[src/adsb_preamble_bit_demodulator_assert.svh]
// ----------------------------------------------------------------------------
// ADS-B demodulator assertion macros
// Shared concurrent assertion forms, clocked on aclk and held off in reset.
// ----------------------------------------------------------------------------
`ifndef ADSB_PREAMBLE_BIT_DEMODULATOR_ASSERT_SVH
`define ADSB_PREAMBLE_BIT_DEMODULATOR_ASSERT_SVH

// Same-cycle implication
`define ABD_ASSERT_IMP(label, ante, cons, msg) \
    label: assert property (@(posedge aclk) disable iff (!aresetn) (ante) |-> (cons)) \
        else $error(msg);

// Next-cycle implication
`define ABD_ASSERT_NXT(label, ante, cons, msg) \
    label: assert property (@(posedge aclk) disable iff (!aresetn) (ante) |=> (cons)) \
        else $error(msg);

`endif

[src/abd_pkg.sv]
// ----------------------------------------------------------------------------
// abd_pkg
// Types and constants shared by the ADS-B preamble and bit demodulator.
// ----------------------------------------------------------------------------
package abd_pkg;

    localparam int MAX_SLOTS    = 32;
    localparam int MESSAGE_BITS = 112;

    localparam int WIN_LEN    = 18;
    localparam int HALF_BITS  = 56;
    localparam int BITS_W     = 2 * HALF_BITS;
    localparam int SAMPLE_W   = 8;
    localparam int POWER_W    = 16;
    localparam int AMP_W      = POWER_W + 1;
    localparam int SUM_W      = 22;
    localparam int POS_W      = 40;
    localparam int FILL_W     = 5;
    localparam int CNT_W      = $clog2(MESSAGE_BITS + 1);
    localparam int SLOT_IDX_W = (MAX_SLOTS > 1) ? $clog2(MAX_SLOTS) : 1;
    localparam int SLOT_CNT_W = $clog2(MAX_SLOTS + 1);

    typedef struct packed {
        logic [SAMPLE_W-1:0] sample_i;
        logic [SAMPLE_W-1:0] sample_q;
    } in_t;

    typedef struct packed {
        logic [HALF_BITS-1:0] bits_first_half;
        logic [HALF_BITS-1:0] bits_second_half;
        logic [SUM_W-1:0]     amplitude_sum;
        logic [POS_W-1:0]     start_position;
    } out_t;

    // One message slot as held in the slot memory
    typedef struct packed {
        logic              phase;
        logic [CNT_W-1:0]  bit_count;
        logic [BITS_W-1:0] bits;
        logic [SUM_W-1:0]  amp_sum;
        logic [POS_W-1:0]  start;
    } slot_t;

    // Window status from the front end to the slot engine
    typedef struct packed {
        logic             win_full;
        logic             preamble;
        logic             data_bit;
        logic [AMP_W-1:0] amp;
        logic [POS_W-1:0] position;
    } front_t;

    typedef enum logic [1:0] {
        ST_IDLE,
        ST_PREP,
        ST_WALK,
        ST_FINISH
    } state_t;

endpackage

[src/abd_front.sv]
// ----------------------------------------------------------------------------
// abd_front
// Sample power, 18-deep power window, preamble test and bit decision.
// ----------------------------------------------------------------------------
module abd_front
    import abd_pkg::*;
(
    input  logic   aclk,
    input  logic   aresetn,
    input  logic   accept,
    input  in_t    sample,
    input  logic   step_done,
    output front_t status
);

    localparam logic signed [SAMPLE_W:0] OFFSET = (SAMPLE_W + 1)'(128);

    logic signed [SAMPLE_W:0]     di;
    logic signed [SAMPLE_W:0]     dq;
    logic signed [2*SAMPLE_W+1:0] sq_i;
    logic signed [2*SAMPLE_W+1:0] sq_q;
    logic [POWER_W-1:0]           power;

    logic [POWER_W-1:0] window_reg [WIN_LEN];
    logic [FILL_W-1:0]  fill_reg;
    logic [FILL_W-1:0]  fill_next;
    logic [POS_W-1:0]   position_reg;
    logic [POS_W-1:0]   position_next;

    // Form the sample power from the centered components
    always_comb begin
        di    = $signed({1'b0, sample.sample_i}) - OFFSET;
        dq    = $signed({1'b0, sample.sample_q}) - OFFSET;
        sq_i  = di * di;
        sq_q  = dq * dq;
        power = sq_i[POWER_W-1:0] + sq_q[POWER_W-1:0];
    end

    // Shift the window on every request
    always_ff @(posedge aclk) begin
        if (accept) begin
            for (int k = 0; k < WIN_LEN - 1; k++) begin
                window_reg[k] <= window_reg[k+1];
            end
            window_reg[WIN_LEN-1] <= power;
        end
    end

    // Advance fill level and window position
    always_comb begin
        fill_next     = fill_reg;
        position_next = position_reg;
        if (accept && (fill_reg < FILL_W'(WIN_LEN))) begin
            fill_next = fill_reg + 1'b1;
        end
        if (step_done) begin
            position_next = position_reg + 1'b1;
        end
    end

    always_ff @(posedge aclk) begin
        if (!aresetn) begin
            fill_reg     <= '0;
            position_reg <= '0;
        end else begin
            fill_reg     <= fill_next;
            position_reg <= position_next;
        end
    end

    // Preamble pulses and the bit decision on the newest pair
    always_comb begin
        status.win_full = (fill_reg == FILL_W'(WIN_LEN));
        status.preamble = (window_reg[1] < window_reg[0]) &&
                          (window_reg[2] > window_reg[1]) &&
                          (window_reg[3] < window_reg[2]) &&
                          (window_reg[4] < window_reg[0]) &&
                          (window_reg[5] < window_reg[0]) &&
                          (window_reg[6] < window_reg[0]) &&
                          (window_reg[8] < window_reg[7]) &&
                          (window_reg[9] > window_reg[8]);
        status.data_bit = (window_reg[17] <= window_reg[16]);
        status.amp      = {1'b0, window_reg[16]} + {1'b0, window_reg[17]};
        status.position = position_reg;
    end

endmodule

[config.mk]
export PLATFORM = sky130hd
export DESIGN_NAME = abd_front
export DESIGN_NICKNAME = d
export VERILOG_FILES = /design/src/adsb_preamble_bit_demodulator_assert.svh /design/src/abd_pkg.sv /design/src/abd_front.sv
export SDC_FILE = /design/constraint.sdc
export NUM_CORES = 1
export LEC_CHECK = 0
export BUFFER_PORTS_ARGS = -buffer_cell sky130_fd_sc_hd__buf_2
export CAP_MARGIN = 20
export CELL_PAD_IN_SITES_DETAIL_PLACEMENT = 1
export CELL_PAD_IN_SITES_GLOBAL_PLACEMENT = 2
export CORE_AREA = 2 2 254 181
export CTS_CLUSTER_DIAMETER = 120
export DETAILED_ROUTE_END_ITERATION = 8
export DIE_AREA = 0 0 256 183
export PLACE_DENSITY = 0.83
export SETUP_SLACK_MARGIN = 0.02
export SLEW_MARGIN = 20
export SYNTH_ARGS = -nofsm -noshare
export SYNTH_HDL_FRONTEND = slang
export SYNTH_SLANG_ARGS = --single-unit
[constraint.sdc]
create_clock -name aclk -period 8.7 [get_ports aclk]
set_input_delay 0.87 -clock aclk [delete_from_list [all_inputs] [get_ports aclk]]
set_output_delay 0.87 -clock aclk [all_outputs]
set_load 0.005 [all_outputs]
==> metrics.cfg, run 1 <==
[outcome]
outcome = complete, no violations

[critical_path]
path_max_fanout = 16
worstPathRequired_ns = 8.97
startpoint_type = primary input
r2r-start = position_reg[6]
worst-r2r-cell-count = 8
arrival_ns = 6.73
endpoint_kind = flip-flop
worstSetupEndpoint = window_reg[17][15]
critical_path_class = in -> reg
reg2reg_to = position_reg[37]
crit_path_start = sample[7]
r2r_slack_ns = 6.41

[timing]
fin_tns_setup_ns = 0
setup_viol = 0
grt_setup_unrepaired = false
slew_headroom_pct = 33.70
hold_violations = 0
period_share_pct = 74.25
clock_skew_ns = 0.01585
tightest_slew_ns = 0.9946
holdWs_ns = 0.4135
fin_crit_ns = 6.460
max_freq_mhz = 154.8
slew_viol_final = 0

[synth]
synth_seq_area_share_pct = 49.56
async_reset_ff_share_pct = 0
synth-edff-count = 288
avgSynthCellArea_um2 = 12.80
syn_area_um2 = 19270
yosysUniqueCellTypes = 65
synth_warnings = 0
syn_inst = 1505
synth_ff_type = edfxtp_1
syn_nets = 1863
synth-seq-cells = 333

[die]
rows = 65
die_h_um = 183
io_pins = 80
die_area_um2 = 46850
core_um2 = 44490
die_w_um = 256
initial_utilization_pct = 43.32

[finish]
final_util_pct = 48.36
finish.net_count = 1967
drive_gt1_share_pct = 9.541
areaGrowthSynthToFinish_pct = 11.65
finalInstanceArea_um2 = 21520
largest_reg_flops = 288
n_antenna_cell = 0

[route]
drcViolationCount = 0
wire_per_inst_um = 17.24
drt_iter0_drc = 564
viasPerCell = 4.996
wl_mm = 38.59
ant_nets = 0
first_pass_iters = 5
num_vias = 11182

[placement]
numPortBuffers = 79
placed_cell_area_um2 = 20390
dp_hpwl_mm = 29.01
gp_congestion = 0.8000

[clock_tree]
cts.sinks = 333
path_clk_slew_ns = 0.06
cts_resized = 0
worstSkewPairLatency_ns = 0.52
h-tree-depth = 2
hold_buffers = 0
postCtsSetupRepairBufs = 0
cts_tree = built
clk_path_buf_depth = 3
cts_made_buffers = 36
cts_root_buffer = clkbuf_16

[global_route]
grt.overflow.total = 0
track_usage_pct = 17.03
grt_use_met2_pct = 27.58
grt_use_met3_pct = 2.377
gr-usage-met1_pct = 24.69
grt_pass1_wl_mm = 64.09
antenna_found_initial = 0
grt-busiest-layer = met2
grt_pass1_vias = 12034
grt_start_max_net_pins = 170

[job]
max_cap_viol_count = 0

[power]
irDropWorstVdd_mv = 0.7438
power_density_nw_per_um2 = 337.2
power_leakage_nw = 9.472

[hold_path]
hp-class = reg -> reg

[critical path, cell delays in order]
cell and delay [ns]:
buf_2 0.20, nand2b_1 0.22, fa_1 0.61, inv_1 0.07, fa_1 0.50, inv_1 0.05
fa_1 0.48, inv_1 0.06, fa_1 0.50, fa_1 0.54, fa_1 0.50, ha_1 0.30
ha_1 0.34, nor2b_1 0.15, o21ai_0 0.22, a21boi_0 0.17, o21ai_0 0.19, nand2b_1 0.13
a31oi_1 0.29, o21ai_0 0.17, xnor2_1 0.15
[how the worst min path moves through the flow]
stage	depth (start not counted)	startpoint	to	slack, ns
global route	0	window_reg[13][0]	window_reg[12][0]	0.42
detailed placement	0	window_reg[11][13]	window_reg[10][13]	0.41
CTS	0	window_reg[10][3]	window_reg[9][3]	0.41
finish	0	window_reg[12][2]	window_reg[11][2]	0.41
global placement	0	window_reg[12][8]	window_reg[11][8]	0.40
floorplan	0	window_reg[11][0]	window_reg[10][0]	0.40
[cell families after synthesis]
family / count (synthesis) / synth area share, %
fa+ha+maj: 338 / 26.35
flops: 333 / 49.56
simple gates: 296 / 8.629
buf+inv: 278 / 5.454
compound gates: 175 / 6.130
xor+xnor: 83 / 3.772
mux: 2 / 0.1104
[metrics by stage]
| stage | total power [mW] | cells | setup slack [ns] |
|---|---|---|---|
| 3_3_place_gp | 5.701 | 2174 | 1.792 |
| 6_report | 7.255 | 2238 | 2.240 |
| 4_1_cts | 7.378 | 2238 | 2.208 |
| 5_1_grt | 7.906 | 2238 | 1.841 |
| 2_1_floorplan | 4.782 | 1505 | 2.164 |
| 3_5_place_dp | 5.780 | 2174 | 1.687 |
[report_power, final]
group	switching, mW	leakage, nW	internal, mW	total [mW]
Combinational	1.98	5.74	1.60	3.58
Sequential	0.0936	3.18	2.08	2.18
Clock	0.629	0.551	0.871	1.50
[layout make-up]
class / count / area (µm²)
tap: 603 / 754.5
timing repair buffer: 80 / 425.4
fill: 4582 / 22970
clock buffer: 46 / 959.7
multi-input combinational: 894 / 8670
inverter: 264 / 991.0
clock inverter: 18 / 166.4
sequential: 333 / 9549
[metal layers]
layer / up-vias / part of all wire [%]
met1: 5613 / 50
met2: 121 / 46
met4: 0 / 1.3
met5: - / 0
met3: 50 / 3.0
li1: 5398 / -
[synthesized netlist by cell type, types with 4 or more instances]
| cell | n | share of area [%] |
|---|---|---|
| nor2_1 | 45 | 0.88 |
| dfxtp_1 | 45 | 4.7 |
| a21o_1 | 36 | 1.4 |
| o21ai_0 | 29 | 0.75 |
| nand2_1 | 37 | 0.72 |
| o211ai_1 | 5 | 0.19 |
| xnor2_1 | 61 | 2.8 |
| nand4_1 | 33 | 1.1 |
| clkbuf_1 | 13 | 0.25 |
| ha_1 | 225 | 15 |
| a21oi_1 | 42 | 1.1 |
| xor2_1 | 22 | 1.0 |
| a31o_2 | 4 | 0.18 |
| o21a_1 | 8 | 0.31 |
| nor2b_1 | 24 | 0.78 |
| inv_1 | 263 | 5.1 |
| nand2b_1 | 16 | 0.52 |
| fa_1 | 113 | 12 |
| or3_1 | 5 | 0.16 |
| o21bai_1 | 5 | 0.19 |
| and3_1 | 5 | 0.16 |
| a211oi_1 | 5 | 0.19 |
| o31ai_1 | 5 | 0.19 |
| nand3_1 | 28 | 0.73 |
| nor3_1 | 13 | 0.34 |
| edfxtp_1 | 288 | 45 |
| a21boi_0 | 7 | 0.27 |
| and2_1 | 63 | 2.0 |
| o22ai_1 | 4 | 0.13 |
| or2_2 | 6 | 0.19 |
[cell usage in the layout (no fill, tap or decap), types with 3 or more instances in the layout]
cell       instances
nor2b_1           24
o211ai_1           5
a21boi_0           7
a21oi_1           42
inv_6              3
clkbuf_16         37
and2_1            63
nand4_1           33
fa_1             113
a31o_2             4
nor4_1             3
inv_1            263
o31ai_1            5
a21o_1            36
or2_2              6
clkbuf_1           9
o21a_1             8
xnor2_1           61
and4_4             3
nor3_1            13
nand2_1           37
o21bai_1           5
xor2_1            22
clkinv_1           8
and3_1             5
or3_1              5
nor2_1            45
edfxtp_1         288
nand2b_1          16
clkinv_2           4
o21ai_0           29
buf_2             78
nand3_1           28
dfxtp_1           45
bufinv_16          3
ha_1             225
a211oi_1           5
o22ai_1            4
a31oi_1            3
Note: power is estimated with default switching activity, not from simulation.
==> inputs of run 2 (changes only) <==
Settings changed: CORE_AREA 2 2 254 181 to 2 2 266 189, DIE_AREA 0 0 256 183 to 0 0 268 191, PLACE_DENSITY 0.83 to 0.8.
Clock period 8.7 ns to 5.7 ns, I/O delays scaled along.
==> metrics.cfg, run 2 (synthesis results as in run 1) <==
[clock_tree]
cts_tree = built
path_clk_slew_ns = 0.06
cts.sinks = 333
clk_path_buf_depth = 3
worstSkewPairLatency_ns = 0.55
h-tree-depth = 2
cts_root_buffer = clkbuf_16
cts_made_buffers = 36

[power]
power_leakage_nw = 9.955
total_power_mw = 12.90
irDropWorstVdd_mv = 1.178
power_density_nw_per_um2 = 574.0

[route]
ant_nets = 0
viasPerCell = 4.820
wire_per_inst_um = 16.71
wl_mm = 39.91
num_vias = 11514
drcViolationCount = 0
first_pass_iters = 4
drt_iter0_drc = 616

[global_route]
grt.overflow.total = 0
track_usage_pct = 16.42
grt_pass1_vias = 12847
antenna_found_initial = 0
grt_start_max_net_pins = 167
grt_pass1_wl_mm = 66.35

[timing]
fin_crit_ns = 5.520
slew_headroom_pct = 41.79
max_freq_mhz = 181.2
tightest_slew_ns = 0.8732
clock_skew_ns = 0.02554
period_share_pct = 96.84
hold_violations = 0
slew_viol_final = 0
grt_setup_unrepaired = false
setup_viol = 0
holdWs_ns = 0.4159
setup_slack_ns = 0.1804

[critical_path]
path_buf_inv = 6
crit_top_cell = fa_1
endpoint_kind = flip-flop
crit_family = adder cells
critical_path_class = in -> reg
path_depth = 22
slowest_delay_ns = 0.56
path_max_fanout = 6
critPathSlowestCell = fa_1
arrival_ns = 5.82
worst-r2r-cell-count = 8
startpoint_type = primary input
r2r_slack_ns = 3.32
worstPathRequired_ns = 6.00
crit_chain = buf_4 > buf_4 > and2_1 > fa_1 > inv_1 > fa_1 > fa_1 > fa_1 > inv_2 > fa_1 > fa_1 > inv_2 > fa_1 > inv_2 > ha_4 > o21ai_4 > a21boi_2 > o21ai_1 > nand2b_1 > a31oi_4 > o21ai_2 > xnor2_1

[finish]
layout_commonest_cell = edfxtp_1
finish.net_count = 2056
n_antenna_cell = 0
largest_reg_flops = 288
areaGrowthSynthToFinish_pct = 16.62
stdcell_count = 2389
final_cell_mix = edfxtp_1 (288), inv_1 (257), ha_1 (221)
nFillCells = 5035
drive_gt1_share_pct = 16.36

[die]
die_w_um = 268
core_um2 = 48750
initial_utilization_pct = 39.53
io_pins = 80
die_h_um = 191
rows = 68
die_area_um2 = 51190

[outcome]
outcome = complete, no violations

[placement]
dp_hpwl_mm = 30.82
place_inst = 2324
gp_congestion = 0.8248
numPortBuffers = 79
post-place-ws_ns = -0.4861

[hold_path]
hp-class = in -> reg
hold_path_depth = 3

[job]
max_cap_viol_count = 0

run 2: layer usage:
layer / global-route usage (%) / vias up / wire, µm
li1: - / 5576 / -
met1: 22.07 / 5772 / 18560
met2: 27.73 / 115 / 19450
met3: 2.821 / 51 / 1247
met4: 3.868 / 0 / 649
met5: 0 / - / 0
run 2: repair_timing:
action | 4_1_cts | 5_1_grt
buffers inserted | 0 | 2
hold buffers | 0 | 0
gates resized for setup | 0 | 20
endpoints found under the setup margin | 0 | 3
run 2: worst min-delay path, cell delays in order:
cell     delay, ns
buf_2         0.15
mux2i_1       0.09
nor2b_1       0.11
run 2: power breakdown:
| part | total, mW | switching (mW) | internal [mW] |
|---|---|---|---|
| clock network | 2.34 | 0.993 | 1.34 |
| logic | 7.24 | 3.58 | 3.66 |
| registers | 3.32 | 0.142 | 3.18 |
run 2: per-stage QoR:
step | cell area [µm²] | TNS (ns) | util [%]
floorplan | 19410 | -0.0003908 | -
detailed placement | 21220 | -1.742 | 43.52
global route | 22470 | 0 | 46.10
global placement | 21220 | -1.369 | 43.52
finish | 22470 | 0 | 46.10
CTS | 22400 | 0 | 45.95
run 2: final timing paths:
| check | from | endpoint |
|---|---|---|
| worst max-delay path | sample[9] | window_reg[17][15] |
| worst max register to register | position_reg[6] | position_reg[35] |
| worst min-delay path | step_done | position_reg[1] |
| worst min register to register | window_reg[10][14] | window_reg[9][14] |
run 2: cell type report:
class	count	area, µm²	area share, %
Sequential cell	333	9549	42.49
Timing Repair Buffer	169	1105	4.916
Multi-Input combinational cell	894	8813	39.22
Clock inverter	20	190.2	0.8463
Tap cell	665	832.0	3.702
Inverter	264	991.0	4.410
Clock buffer	44	992.2	4.415
